<file path="src/rtl/otc_pkg.sv">
package otc_pkg;

    // phase codes
    localparam logic [1:0] PH_IDLE   = 2'd0;
    localparam logic [1:0] PH_COARSE = 2'd1;
    localparam logic [1:0] PH_FINE   = 2'd2;

    // input operations
    localparam logic OP_START = 1'b0;
    localparam logic OP_EDGE  = 1'b1;

    // configuration register indexes
    localparam logic [2:0] REG_DEFAULT_TRIM = 3'd0;
    localparam logic [2:0] REG_REF_PERIOD   = 3'd1;
    localparam logic [2:0] REG_KEEP_LIMIT   = 3'd2;
    localparam logic [2:0] REG_NEAR_LIMIT   = 3'd3;
    localparam logic [2:0] REG_RUN_NEEDED   = 3'd4;

    // configuration reset values
    localparam logic [7:0]  RST_DEFAULT_TRIM = 8'd128;
    localparam logic [15:0] RST_REF_PERIOD   = 16'd32768;
    localparam logic [15:0] RST_KEEP_LIMIT   = 16'd200;
    localparam logic [15:0] RST_NEAR_LIMIT   = 16'd1000;
    localparam logic [2:0]  RST_RUN_NEEDED   = 3'd5;

    // sweep constants
    localparam logic [7:0] SWEEP_START    = 8'hEF;
    localparam logic [7:0] SWEEP_FLOOR    = 8'h0F;
    localparam logic [7:0] FINE_LOW_OFS   = 8'd10;
    localparam logic [4:0] FINE_LAST_STEP = 5'd30;
    localparam logic [3:0] COARSE_WARM    = 4'd1;
    localparam logic [3:0] COARSE_NEED    = 4'd2;
    localparam logic [3:0] FINE_WARM      = 4'd5;
    localparam logic [3:0] FINE_NEED      = 4'd15;
    localparam logic [2:0] NEAR_MAX       = 3'd7;

    // error arithmetic
    localparam logic signed [19:0] TOTAL_MAX = 20'sh7FFFF;
    localparam logic signed [19:0] TOTAL_MIN = 20'sh80000;
    localparam logic [16:0]        ERR_MAX   = 17'd65535;
    // ceil(2^23 / 10), exact quotient for magnitudes below 2^22
    localparam logic [19:0]        RECIP_TEN = 20'd838861;
    localparam int                 RECIP_SHIFT = 23;

    typedef struct packed {
        logic [7:0]  default_trim;
        logic [15:0] ref_period;
        logic [15:0] keep_limit;
        logic [15:0] near_limit;
        logic [2:0]  run_needed;
    } t_cfg;

    typedef struct packed {
        logic        op;
        logic [15:0] period_count;
    } t_item;

endpackage

</file>
<file path="src/rtl/otc_cfg.sv">
module otc_cfg (
    input  logic               i_clk,
    input  logic               i_rst_n,
    input  logic               i_cfg_we,
    input  logic [2:0]         i_cfg_idx,
    input  logic [15:0]        i_cfg_data,
    output otc_pkg::t_cfg      o_cfg
);

    otc_pkg::t_cfg r_cfg;

    always_ff @(posedge i_clk) begin
        if (!i_rst_n) begin
            r_cfg.default_trim <= otc_pkg::RST_DEFAULT_TRIM;
            r_cfg.ref_period   <= otc_pkg::RST_REF_PERIOD;
            r_cfg.keep_limit   <= otc_pkg::RST_KEEP_LIMIT;
            r_cfg.near_limit   <= otc_pkg::RST_NEAR_LIMIT;
            r_cfg.run_needed   <= otc_pkg::RST_RUN_NEEDED;
        end else if (i_cfg_we) begin
            case (i_cfg_idx)
                otc_pkg::REG_DEFAULT_TRIM: r_cfg.default_trim <= i_cfg_data[7:0];
                otc_pkg::REG_REF_PERIOD:   r_cfg.ref_period   <= i_cfg_data;
                otc_pkg::REG_KEEP_LIMIT:   r_cfg.keep_limit   <= i_cfg_data;
                otc_pkg::REG_NEAR_LIMIT:   r_cfg.near_limit   <= i_cfg_data;
                otc_pkg::REG_RUN_NEEDED:   r_cfg.run_needed   <= i_cfg_data[2:0];
                default: ;
            endcase
        end
    end

    assign o_cfg = r_cfg;

endmodule

</file>
<file path="src/rtl/otc_in_reg.sv">
module otc_in_reg (
    input  logic               i_clk,
    input  logic               i_rst_n,
    input  logic               i_valid,
    input  logic               i_op,
    input  logic [15:0]        i_period_count,
    output logic               o_stall,
    input  logic               i_take,
    output logic               o_vld,
    output otc_pkg::t_item     o_item
);

    logic           r_vld;
    otc_pkg::t_item r_item;
    logic           w_load;

    // register frees up in the same cycle the core consumes it
    assign o_stall = r_vld && !i_take;
    assign w_load  = i_valid && !o_stall;

    always_ff @(posedge i_clk) begin
        if (!i_rst_n) begin
            r_vld <= 1'b0;
        end else if (w_load) begin
            r_vld <= 1'b1;
        end else if (i_take) begin
            r_vld <= 1'b0;
        end
    end

    always_ff @(posedge i_clk) begin
        if (w_load) begin
            r_item.op           <= i_op;
            r_item.period_count <= i_period_count;
        end
    end

    assign o_vld  = r_vld;
    assign o_item = r_item;

endmodule

</file>
<file path="src/rtl/otc_core.sv">
module otc_core (
    input  logic                i_clk,
    input  logic                i_rst_n,
    input  otc_pkg::t_cfg       i_cfg,
    input  logic                i_vld,
    input  otc_pkg::t_item      i_item,
    output logic                o_take,
    input  logic                i_stall,
    output logic                o_valid,
    output logic                o_stage,
    output logic [7:0]          o_trim_used,
    output logic signed [16:0]  o_avg_error,
    output logic [7:0]          o_best_trim,
    output logic                o_last
);

    logic [1:0]         r_phase, n_phase;
    logic [7:0]         r_trim, n_trim;
    logic [7:0]         r_work, n_work;
    logic [2:0]         r_near, n_near;
    logic               r_armed, n_armed;
    logic [3:0]         r_edge, n_edge;
    logic signed [19:0] r_total, n_total;
    logic [4:0]         r_fstep, n_fstep;

    logic               r_out_vld;
    logic               r_stage, r_last;
    logic [7:0]         r_trim_used, r_best;
    logic signed [16:0] r_avg;

    logic               w_res, w_last;
    logic signed [16:0] w_err;

    logic               w_fine;
    logic signed [17:0] w_diff;
    logic signed [20:0] w_sum;
    logic signed [19:0] w_sat;
    logic [19:0]        w_mag;
    logic [39:0]        w_prod;
    logic [16:0]        w_quo;
    logic [16:0]        w_coarse_err;
    logic signed [16:0] w_fine_err;
    logic [4:0]         w_fstep_inc;

    assign o_take = i_vld && (!r_out_vld || !i_stall);

    assign w_fine = (r_phase == otc_pkg::PH_FINE);
    assign w_diff = $signed({2'b00, i_item.period_count}) - $signed({2'b00, i_cfg.ref_period});
    assign w_sum  = 21'(r_total) + 21'(w_diff);
    // saturate when the two top bits disagree
    assign w_sat  = (w_sum[20] != w_sum[19]) ?
                    (w_sum[20] ? otc_pkg::TOTAL_MIN : otc_pkg::TOTAL_MAX) : w_sum[19:0];

    assign w_fstep_inc = r_fstep + 5'd1;

    always_comb begin
        n_phase = r_phase;
        n_trim  = r_trim;
        n_work  = r_work;
        n_near  = r_near;
        n_armed = r_armed;
        n_edge  = r_edge;
        n_total = r_total;
        n_fstep = r_fstep;
        w_res   = 1'b0;
        w_last  = 1'b0;
        w_err   = '0;
        w_mag   = '0;
        w_prod  = '0;
        w_quo   = '0;
        w_coarse_err = '0;
        w_fine_err   = '0;

        if (i_item.op == otc_pkg::OP_START) begin
            n_phase = otc_pkg::PH_COARSE;
            n_work  = i_cfg.default_trim;
            n_trim  = otc_pkg::SWEEP_START;
            n_near  = '0;
            n_fstep = '0;
            n_armed = 1'b0;
            n_edge  = '0;
            n_total = '0;
        end else if (r_phase == otc_pkg::PH_COARSE || r_phase == otc_pkg::PH_FINE) begin
            if (!r_armed) begin
                n_armed = 1'b1;
            end else begin
                if (r_edge >= (w_fine ? otc_pkg::FINE_WARM : otc_pkg::COARSE_WARM)) begin
                    n_total = w_sat;
                end
                n_edge = r_edge + 4'd1;
                if (n_edge >= (w_fine ? otc_pkg::FINE_NEED : otc_pkg::COARSE_NEED)) begin
                    w_res = 1'b1;
                    w_mag = n_total[19] ? 20'(-n_total) : 20'(n_total);
                    // divide by ten through the reciprocal, truncating toward zero
                    w_prod = 40'(w_mag) * 40'(otc_pkg::RECIP_TEN);
                    w_quo  = w_prod[otc_pkg::RECIP_SHIFT +: 17];
                    w_fine_err   = n_total[19] ? -$signed(w_quo) : $signed(w_quo);
                    w_coarse_err = (w_mag > 20'(otc_pkg::ERR_MAX)) ? otc_pkg::ERR_MAX
                                                                   : w_mag[16:0];
                    n_armed = 1'b0;
                    n_edge  = '0;
                    n_total = '0;
                    if (!w_fine) begin
                        w_err = $signed(w_coarse_err);
                        if (w_coarse_err < {1'b0, i_cfg.keep_limit}) begin
                            n_work = r_trim;
                        end
                        if (w_coarse_err < {1'b0, i_cfg.near_limit}) begin
                            if (r_near < otc_pkg::NEAR_MAX) begin
                                n_near = r_near + 3'd1;
                            end
                        end else begin
                            n_near = '0;
                        end
                        if (n_near == i_cfg.run_needed || r_trim < otc_pkg::SWEEP_FLOOR) begin
                            n_phase = otc_pkg::PH_FINE;
                            n_fstep = '0;
                            n_trim  = n_work - otc_pkg::FINE_LOW_OFS;
                        end else begin
                            n_trim = r_trim - 8'd1;
                        end
                    end else begin
                        w_err = w_fine_err;
                        if (r_fstep >= otc_pkg::FINE_LAST_STEP) begin
                            w_last  = 1'b1;
                            n_phase = otc_pkg::PH_IDLE;
                            n_fstep = '0;
                        end else begin
                            n_fstep = w_fstep_inc;
                            n_trim  = r_work + {3'b000, w_fstep_inc} - otc_pkg::FINE_LOW_OFS;
                        end
                    end
                end
            end
        end
    end

    always_ff @(posedge i_clk) begin
        if (!i_rst_n) begin
            r_phase <= otc_pkg::PH_IDLE;
            r_trim  <= '0;
            r_work  <= '0;
            r_near  <= '0;
            r_armed <= 1'b0;
            r_edge  <= '0;
            r_total <= '0;
            r_fstep <= '0;
        end else if (o_take) begin
            r_phase <= n_phase;
            r_trim  <= n_trim;
            r_work  <= n_work;
            r_near  <= n_near;
            r_armed <= n_armed;
            r_edge  <= n_edge;
            r_total <= n_total;
            r_fstep <= n_fstep;
        end
    end

    always_ff @(posedge i_clk) begin
        if (!i_rst_n) begin
            r_out_vld <= 1'b0;
        end else if (o_take && w_res) begin
            r_out_vld <= 1'b1;
        end else if (!i_stall) begin
            r_out_vld <= 1'b0;
        end
    end

    always_ff @(posedge i_clk) begin
        if (o_take && w_res) begin
            r_stage     <= w_fine;
            r_trim_used <= r_trim;
            r_avg       <= w_err;
            r_best      <= n_work;
            r_last      <= w_last;
        end
    end

    assign o_valid     = r_out_vld;
    assign o_stage     = r_stage;
    assign o_trim_used = r_trim_used;
    assign o_avg_error = r_avg;
    assign o_best_trim = r_best;
    assign o_last      = r_last;

    a_last_only_fine: assert property (@(posedge i_clk) disable iff (!i_rst_n)
        r_out_vld && r_last |-> r_stage)
        else $error("last flag on a coarse result");

    a_coarse_nonneg: assert property (@(posedge i_clk) disable iff (!i_rst_n)
        r_out_vld && !r_stage |-> !r_avg[16])
        else $error("negative coarse error");

    a_unarmed_clear: assert property (@(posedge i_clk) disable iff (!i_rst_n)
        !r_armed |-> (r_edge == 4'd0 && r_total == 20'sd0))
        else $error("measurement state left over while unarmed");

    a_last_goes_idle: assert property (@(posedge i_clk) disable iff (!i_rst_n)
        o_take && w_res && w_last |=> r_phase == otc_pkg::PH_IDLE && r_out_vld)
        else $error("final fine report did not end calibration");

    a_fstep_range: assert property (@(posedge i_clk) disable iff (!i_rst_n)
        r_fstep <= otc_pkg::FINE_LAST_STEP)
        else $error("fine step out of range");

endmodule

</file>
<file path="src/rtl/oscillator_trim_calibrator_unit.sv">
// path: a transaction passes the input register, then the single update stage
// into the result register; a stalled result can hold it in the input register
// throughput: one transaction per cycle while the result side does not stall; the trim state is updated in every cycle
// that takes a transaction, and a divide by ten is one reciprocal multiply there
// a stalled result holds the input register, which then stalls the input side
// reset (synchronous, active low) sets calibration idle, clears both stages
// and loads the configuration registers with their default values
module oscillator_trim_calibrator_unit (
    input  logic               i_clk,
    input  logic               i_rst_n,
    input  logic               i_cfg_we,
    input  logic [2:0]         i_cfg_idx,
    input  logic [15:0]        i_cfg_data,
    input  logic               i_valid,
    output logic               o_stall,
    input  logic               i_op,
    input  logic [15:0]        i_period_count,
    output logic               o_valid,
    input  logic               i_stall,
    output logic               o_stage,
    output logic [7:0]         o_trim_used,
    output logic signed [16:0] o_avg_error,
    output logic [7:0]         o_best_trim,
    output logic               o_last
);

    otc_pkg::t_cfg  w_cfg;
    otc_pkg::t_item w_item;
    logic           w_in_vld;
    logic           w_take;

    otc_cfg u_cfg (
        .i_clk      (i_clk),
        .i_rst_n    (i_rst_n),
        .i_cfg_we   (i_cfg_we),
        .i_cfg_idx  (i_cfg_idx),
        .i_cfg_data (i_cfg_data),
        .o_cfg      (w_cfg)
    );

    otc_in_reg u_in (
        .i_clk          (i_clk),
        .i_rst_n        (i_rst_n),
        .i_valid        (i_valid),
        .i_op           (i_op),
        .i_period_count (i_period_count),
        .o_stall        (o_stall),
        .i_take         (w_take),
        .o_vld          (w_in_vld),
        .o_item         (w_item)
    );

    otc_core u_core (
        .i_clk       (i_clk),
        .i_rst_n     (i_rst_n),
        .i_cfg       (w_cfg),
        .i_vld       (w_in_vld),
        .i_item      (w_item),
        .o_take      (w_take),
        .i_stall     (i_stall),
        .o_valid     (o_valid),
        .o_stage     (o_stage),
        .o_trim_used (o_trim_used),
        .o_avg_error (o_avg_error),
        .o_best_trim (o_best_trim),
        .o_last      (o_last)
    );

endmodule

</file>
<file path="config.mk">
export PLATFORM = sky130hd
export DESIGN_NAME = oscillator_trim_calibrator_unit
export DESIGN_NICKNAME = d
export VERILOG_FILES = /design/src/rtl/otc_pkg.sv /design/src/rtl/otc_cfg.sv /design/src/rtl/otc_in_reg.sv /design/src/rtl/otc_core.sv /design/src/rtl/oscillator_trim_calibrator_unit.sv
export SDC_FILE = /design/constraint.sdc
export NUM_CORES = 1
export LEC_CHECK = 0
export BUFFER_PORTS_ARGS = -buffer_cell sky130_fd_sc_hd__buf_4
export CAP_MARGIN = 20
export CORE_MARGIN = 2
export CORE_UTILIZATION = 40
export DETAILED_ROUTE_END_ITERATION = 6
export PLACE_DENSITY_LB_ADDON = 0.15
export SKIP_CTS_REPAIR_TIMING = 1
export SYNTH_ARGS = -nofsm -noshare
export SYNTH_HDL_FRONTEND = slang
export SYNTH_SLANG_ARGS = --single-unit
export TNS_END_PERCENT = 10
</file>
<file path="constraint.sdc">
create_clock -name i_clk -period 17.54 [get_ports i_clk]
set_input_delay 3.508 -clock i_clk [delete_from_list [all_inputs] [get_ports i_clk]]
set_output_delay 3.508 -clock i_clk [all_outputs]
set_load 0.02 [all_outputs]
</file>
==> report_table.html <==
<table>
<tr><th>Metric</th><th>Value</th></tr>
<tr><th colspan="2">Hold path</th></tr>
<tr><td>Hold Path Depth</td><td>2</td></tr>
<tr><td>Hold endpoint</td><td>u_cfg.o_cfg[20]</td></tr>
<tr><td>Worst Hold Class</td><td>reg -&gt; reg</td></tr>
<tr><td>Critical hold path startpoint</td><td>u_cfg.o_cfg[20]</td></tr>
<tr><th colspan="2">Clock network</th></tr>
<tr><td>CTS sink count</td><td>around 160</td></tr>
<tr><td>Clock Path Buffers</td><td>2</td></tr>
<tr><td>Clock edge transition at the registers on the reported setup and hold paths</td><td>70 ps</td></tr>
<tr><td>Count of H-tree levels built during CTS</td><td>4</td></tr>
<tr><td>Later-pin clock latency in the skew report</td><td>450 ps</td></tr>
<tr><td>Master cell of the clock root buffer</td><td>sky130_fd_sc_hd__clkbuf_16</td></tr>
<tr><td>CTS tree</td><td>yes</td></tr>
<tr><td>Num CTS Buffers</td><td>17</td></tr>
<tr><th colspan="2">Place</th></tr>
<tr><td>Worst slack after detailed placement</td><td>1800 ps</td></tr>
<tr><td>Detailed placement HPWL</td><td>between 40000 and 50000 µm</td></tr>
<tr><td>I/O Buffers</td><td>77</td></tr>
<tr><td>GPL Wtd Cong</td><td>0.960</td></tr>
<tr><th colspan="2">Pwr</th></tr>
<tr><td>Tot Pwr</td><td>a little over 3 mW</td></tr>
<tr><td>P_leak</td><td>about 10 nW</td></tr>
<tr><td>Clock power frac</td><td>0.126</td></tr>
<tr><td>Worst IR Drop VDD</td><td>between 0.1 and 0.15 mV</td></tr>
<tr><td>NetSw</td><td>1.61 mW</td></tr>
<tr><td>Pwr Density</td><td>145 mW/mm²</td></tr>
<tr><td>Gate power share</td><td>0.739</td></tr>
<tr><td>Switching share of total power</td><td>0.522</td></tr>
<tr><td>Cell-internal power</td><td>around 1.5 mW</td></tr>
<tr><td>Fraction of power consumed by sequential logic</td><td>0.135</td></tr>
<tr><th colspan="2">Worst setup path</th></tr>
<tr><td>Critical Path Max Stage Delay</td><td>760 ps</td></tr>
<tr><td>Worst setup EP type</td><td>flip-flop</td></tr>
<tr><td>Endpoint arrival time on the critical path</td><td>16120 ps</td></tr>
<tr><td>Endpoint of the worst register-to-register path</td><td>u_core.o_avg_error[14]</td></tr>
<tr><td>Setup CP Type</td><td>reg -&gt; reg</td></tr>
<tr><td>Buffer and inverter count on the worst path</td><td>6</td></tr>
<tr><td>Slowest cell on crit path</td><td>sky130_fd_sc_hd__ha_1</td></tr>
<tr><td>CP delay by family, top</td><td>compound AO/OA/AOI/OAI gates</td></tr>
<tr><td>R2R Setup Slk</td><td>1660 ps</td></tr>
<tr><td>Number of cell instances on the worst register-to-register path</td><td>61</td></tr>
<tr><td>Most used cell along the critical path</td><td>sky130_fd_sc_hd__o21ai_0</td></tr>
<tr><td>Worst Path Max Fanout</td><td>24</td></tr>
<tr><td>Worst reg2reg path startpoint</td><td>u_in.o_item[0]</td></tr>
<tr><td>Critical path launch point type</td><td>flip-flop</td></tr>
<tr><td>Worst EP required</td><td>17790 ps</td></tr>
<tr><th colspan="2">Route</th></tr>
<tr><td>Post-route DRC violation count</td><td>0</td></tr>
<tr><td>Vias per std cell</td><td>about 5.6</td></tr>
<tr><td>First-pass detailed-route iteration total</td><td>6</td></tr>
<tr><td>Total wire length after detailed routing</td><td>58500 µm</td></tr>
<tr><td>Via count</td><td>between 15000 and 20000</td></tr>
<tr><td>First DRT Iteration DRCs</td><td>1408</td></tr>
<tr><td>Post-detailed-route count of antenna-violating nets</td><td>0</td></tr>
<tr><td>Routed WL per cell</td><td>between 20 and 25 µm</td></tr>
<tr><th colspan="2">Die</th></tr>
<tr><td>Starting Density</td><td>0.407</td></tr>
<tr><td>Core Area</td><td>0.0479 mm²</td></tr>
<tr><td>Number of placed I/O pins</td><td>78</td></tr>
<tr><td>Die H</td><td>225 µm</td></tr>
<tr><td>Number of rows in the core area</td><td>80</td></tr>
<tr><td>Floorplan die area</td><td>0.0505 mm²</td></tr>
<tr><td>Die Width</td><td>225 µm</td></tr>
<tr><th colspan="2">Yosys</th></tr>
<tr><td>Synthesized netlist net count</td><td>2736</td></tr>
<tr><td>Synthesis warning total</td><td>0</td></tr>
<tr><td>FF+latch count, synth</td><td>~160</td></tr>
<tr><td>Predominant post-synthesis flop cell</td><td>sky130_fd_sc_hd__dfxtp_1</td></tr>
<tr><td>Number of enable flip-flop cells after synthesis</td><td>52</td></tr>
<tr><td>Post-synthesis async set-or-reset flop share</td><td>0</td></tr>
<tr><td>Number of distinct standard cells referenced by the synthesized netlist</td><td>88</td></tr>
<tr><td>Sequential-to-total area share from yosys stat</td><td>0.195</td></tr>
<tr><td>Synth Area per Inst</td><td>8.66 µm²</td></tr>
<tr><td>Netlist Area Pre-Place</td><td>0.0195 mm²</td></tr>
<tr><td>Cell count after synthesis</td><td>2252</td></tr>
<tr><th colspan="2">Timing</th></tr>
<tr><td>Final Critical Period</td><td>15880 ps</td></tr>
<tr><td>Worst-margin pin slew</td><td>slightly above 1000 ps</td></tr>
<tr><td>Fin crit share</td><td>0.905</td></tr>
<tr><td>RSZ-0062 raised after global routing</td><td>no</td></tr>
<tr><td>Final-report hold violation count</td><td>0</td></tr>
<tr><td>Clock tree skew after final layout</td><td>12.7 ps</td></tr>
<tr><td>Number of endpoints failing setup at the final stage</td><td>0</td></tr>
<tr><td>Max-slew violation count</td><td>0</td></tr>
<tr><td>Worst hold-check slack</td><td>465 ps</td></tr>
<tr><td>Post-layout worst setup margin</td><td>around 1700 ps</td></tr>
<tr><td>Highest attainable clock frequency</td><td>63.0 MHz</td></tr>
<tr><td>TNS Setup</td><td>0 ps</td></tr>
<tr><td>Max-slew headroom</td><td>0.312</td></tr>
<tr><th colspan="2">Outcome</th></tr>
<tr><td>Status</td><td>completed</td></tr>
<tr><th colspan="2">GRT</th></tr>
<tr><td>Overall global routing resource usage</td><td>0.233</td></tr>
<tr><td>Via count of the first global-routing pass</td><td>16000</td></tr>
<tr><td>Pin count of the biggest net entering global routing</td><td>119</td></tr>
<tr><td>First-pass GRT wire length</td><td>91400 µm</td></tr>
<tr><td>Total overflow reported by the global router</td><td>0</td></tr>
<tr><td>Number of antenna violations at the first check in global routing</td><td>0</td></tr>
<tr><th colspan="2">Flow run</th></tr>
<tr><td>Max-cap violations</td><td>0</td></tr>
<tr><th colspan="2">Cells and area</th></tr>
<tr><td>Fraction of layout instances using a drive strength above 1</td><td>0.0714</td></tr>
<tr><td>Area added between synthesis and finish</td><td>9.53%</td></tr>
<tr><td>Count of inserted antenna diode cells</td><td>0</td></tr>
<tr><td>FILL cells</td><td>4721</td></tr>
<tr><td>Number of nets in the finished design</td><td>roughly 2800</td></tr>
</table>
[cell usage after synthesis (27+ instances only)]
master | instances | area share
sky130_fd_sc_hd__xor2_1 | 29 | 0.013
sky130_fd_sc_hd__a21boi_0 | 62 | 0.024
sky130_fd_sc_hd__o21ai_0 | 96 | 0.025
sky130_fd_sc_hd__nor2_1 | 140 | 0.027
sky130_fd_sc_hd__inv_1 | 290 | 0.056
sky130_fd_sc_hd__o211ai_1 | 29 | 0.011
sky130_fd_sc_hd__nand2b_1 | 31 | 0.0099
sky130_fd_sc_hd__nand2_1 | 218 | 0.042
sky130_fd_sc_hd__a21o_1 | 61 | 0.023
sky130_fd_sc_hd__fa_1 | 136 | 0.14
sky130_fd_sc_hd__nor3_1 | 31 | 0.0080
sky130_fd_sc_hd__edfxtp_1 | 52 | 0.080
sky130_fd_sc_hd__a211oi_1 | 27 | 0.010
sky130_fd_sc_hd__nand3_1 | 27 | 0.0069
sky130_fd_sc_hd__nor2b_1 | 42 | 0.013
sky130_fd_sc_hd__nand4_1 | 29 | 0.0093
sky130_fd_sc_hd__ha_1 | 307 | 0.20
sky130_fd_sc_hd__a21oi_1 | 107 | 0.027
sky130_fd_sc_hd__xnor2_1 | 57 | 0.026
sky130_fd_sc_hd__dfxtp_1 | 112 | 0.11
sky130_fd_sc_hd__clkbuf_1 | 66 | 0.013
sky130_fd_sc_hd__and2_1 | 27 | 0.0087
[registers in the layout, indices dropped and copies added (netlist names)]
signal / cells
u_cfg.o_cfg: 59
u_core.r_total: 20
u_core.o_avg_error: 17
u_in.o_item: 17
u_core.o_best_trim: 8
u_core.o_trim_used: 8
u_core.r_trim: 8
u_core.r_work: 8
u_core.r_fstep: 5
u_core.r_edge: 4
u_core.r_near: 3
u_core.r_phase: 2
u_core.o_last: 1
u_core.o_stage: 1
u_core.o_valid: 1
u_core.r_armed: 1
u_in.o_vld: 1
[metrics by stage]
step                      utilization  area, µm²  cells
final                           0.446      21400   2925
after CTS                       0.445      21300   2924
after global routing            0.446      21400   2925
after floorplan                     -      19500   2252
after detailed placement        0.433      20700   2892
after global placement          0.432      20700   2890
[placed cells by master (no fill, tap or decap), types with 23 or more instances in the layout]
cell | synthesis | final
sky130_fd_sc_hd__inv_1 | 290 | 290
sky130_fd_sc_hd__nor3_1 | 31 | 31
sky130_fd_sc_hd__a21o_1 | 61 | 61
sky130_fd_sc_hd__nand2b_1 | 31 | 31
sky130_fd_sc_hd__nor2b_1 | 42 | 42
sky130_fd_sc_hd__nand4_1 | 29 | 29
sky130_fd_sc_hd__nand3_1 | 27 | 27
sky130_fd_sc_hd__a211oi_1 | 27 | 27
sky130_fd_sc_hd__dfxtp_1 | 112 | 112
sky130_fd_sc_hd__buf_4 | 0 | 98
sky130_fd_sc_hd__xor2_1 | 29 | 29
sky130_fd_sc_hd__edfxtp_1 | 52 | 52
sky130_fd_sc_hd__fa_1 | 136 | 136
sky130_fd_sc_hd__ha_1 | 307 | 307
sky130_fd_sc_hd__xnor2_1 | 57 | 57
sky130_fd_sc_hd__a21boi_0 | 62 | 62
sky130_fd_sc_hd__o21ai_0 | 96 | 96
sky130_fd_sc_hd__and2_1 | 27 | 27
sky130_fd_sc_hd__a21oi_1 | 107 | 107
sky130_fd_sc_hd__nand2_1 | 218 | 218
sky130_fd_sc_hd__mux2i_1 | 24 | 23
sky130_fd_sc_hd__o211ai_1 | 29 | 29
sky130_fd_sc_hd__nor2_1 | 140 | 139
[layout make-up]
class / count / area, µm² / area share
multi-input cells: 1722 / 14300 / 0.671
flip-flops and latches: 164 / 3800 / 0.178
inverters: 292 / 1100 / 0.0513
well taps: 615 / 769 / 0.0360
repair buffers: 100 / 767 / 0.0359
clock buffers: 20 / 479 / 0.0224
clock inverters: 12 / 113 / 0.00527
[metal layers]
metal | vias up | GRT usage | wire [µm] | share of wire
met1 | 7975 | 0.344 | 28900 | 0.49
met3 | 50 | 0.0317 | 2830 | 0.048
met4 | 0 | 0.0432 | 803 | 0.014
li1 | 7938 | - | - | -
met5 | - | 0 | 0 | 0
met2 | 432 | 0.364 | 26000 | 0.44
[power by group through the flow]
stage                     clock, mW  sequential (mW)  combinational, mW
final                         0.388            0.418               2.28
after global routing          0.411            0.419               2.57
after floorplan                   0            0.419               1.67
after CTS                     0.395            0.417               2.27
after detailed placement          0            0.426               2.26
after global placement            0            0.426               2.24
[how the worst max path moves through the flow]
stage,cells past startpoint,start,slack [ps],endpoint
after global placement,61,u_in.o_item[0],2170,u_core.o_avg_error[16]
final,61,u_in.o_item[0],1660,u_core.o_avg_error[14]
after global routing,61,u_in.o_item[0],380,u_core.o_avg_error[13]
after floorplan,61,u_in.o_item[0],3960,u_core.o_avg_error[15]
after detailed placement,61,u_in.o_item[0],1800,u_core.o_avg_error[14]
after CTS,61,u_in.o_item[0],1730,u_core.o_avg_error[14]
[cells by family (layout without fill, tap and decap cells)]
group                      Yosys count  count (layout)  synth area share
and+or+nand+nor                    615             615             0.153
AOI/OAI and AO/OA                  549             549             0.191
adders and majority gates          443             443             0.337
buffers and inverters              366             424            0.0710
DFF                                164             164             0.195
xor gates and xnor gates            86              86            0.0386
muxes                               29              29            0.0152
[tightest hold or removal path, delay by kind of cell, from the launching register on]
| kind | cells | cell delay (ps) |
|---|---|---|
| AOI/OAI and AO/OA | 1 | 60 |
| DFF | 1 | 310 |
| and+or+nand+nor | 1 | 40 |
No activity file was read; power rests on OpenSTA's default activity.
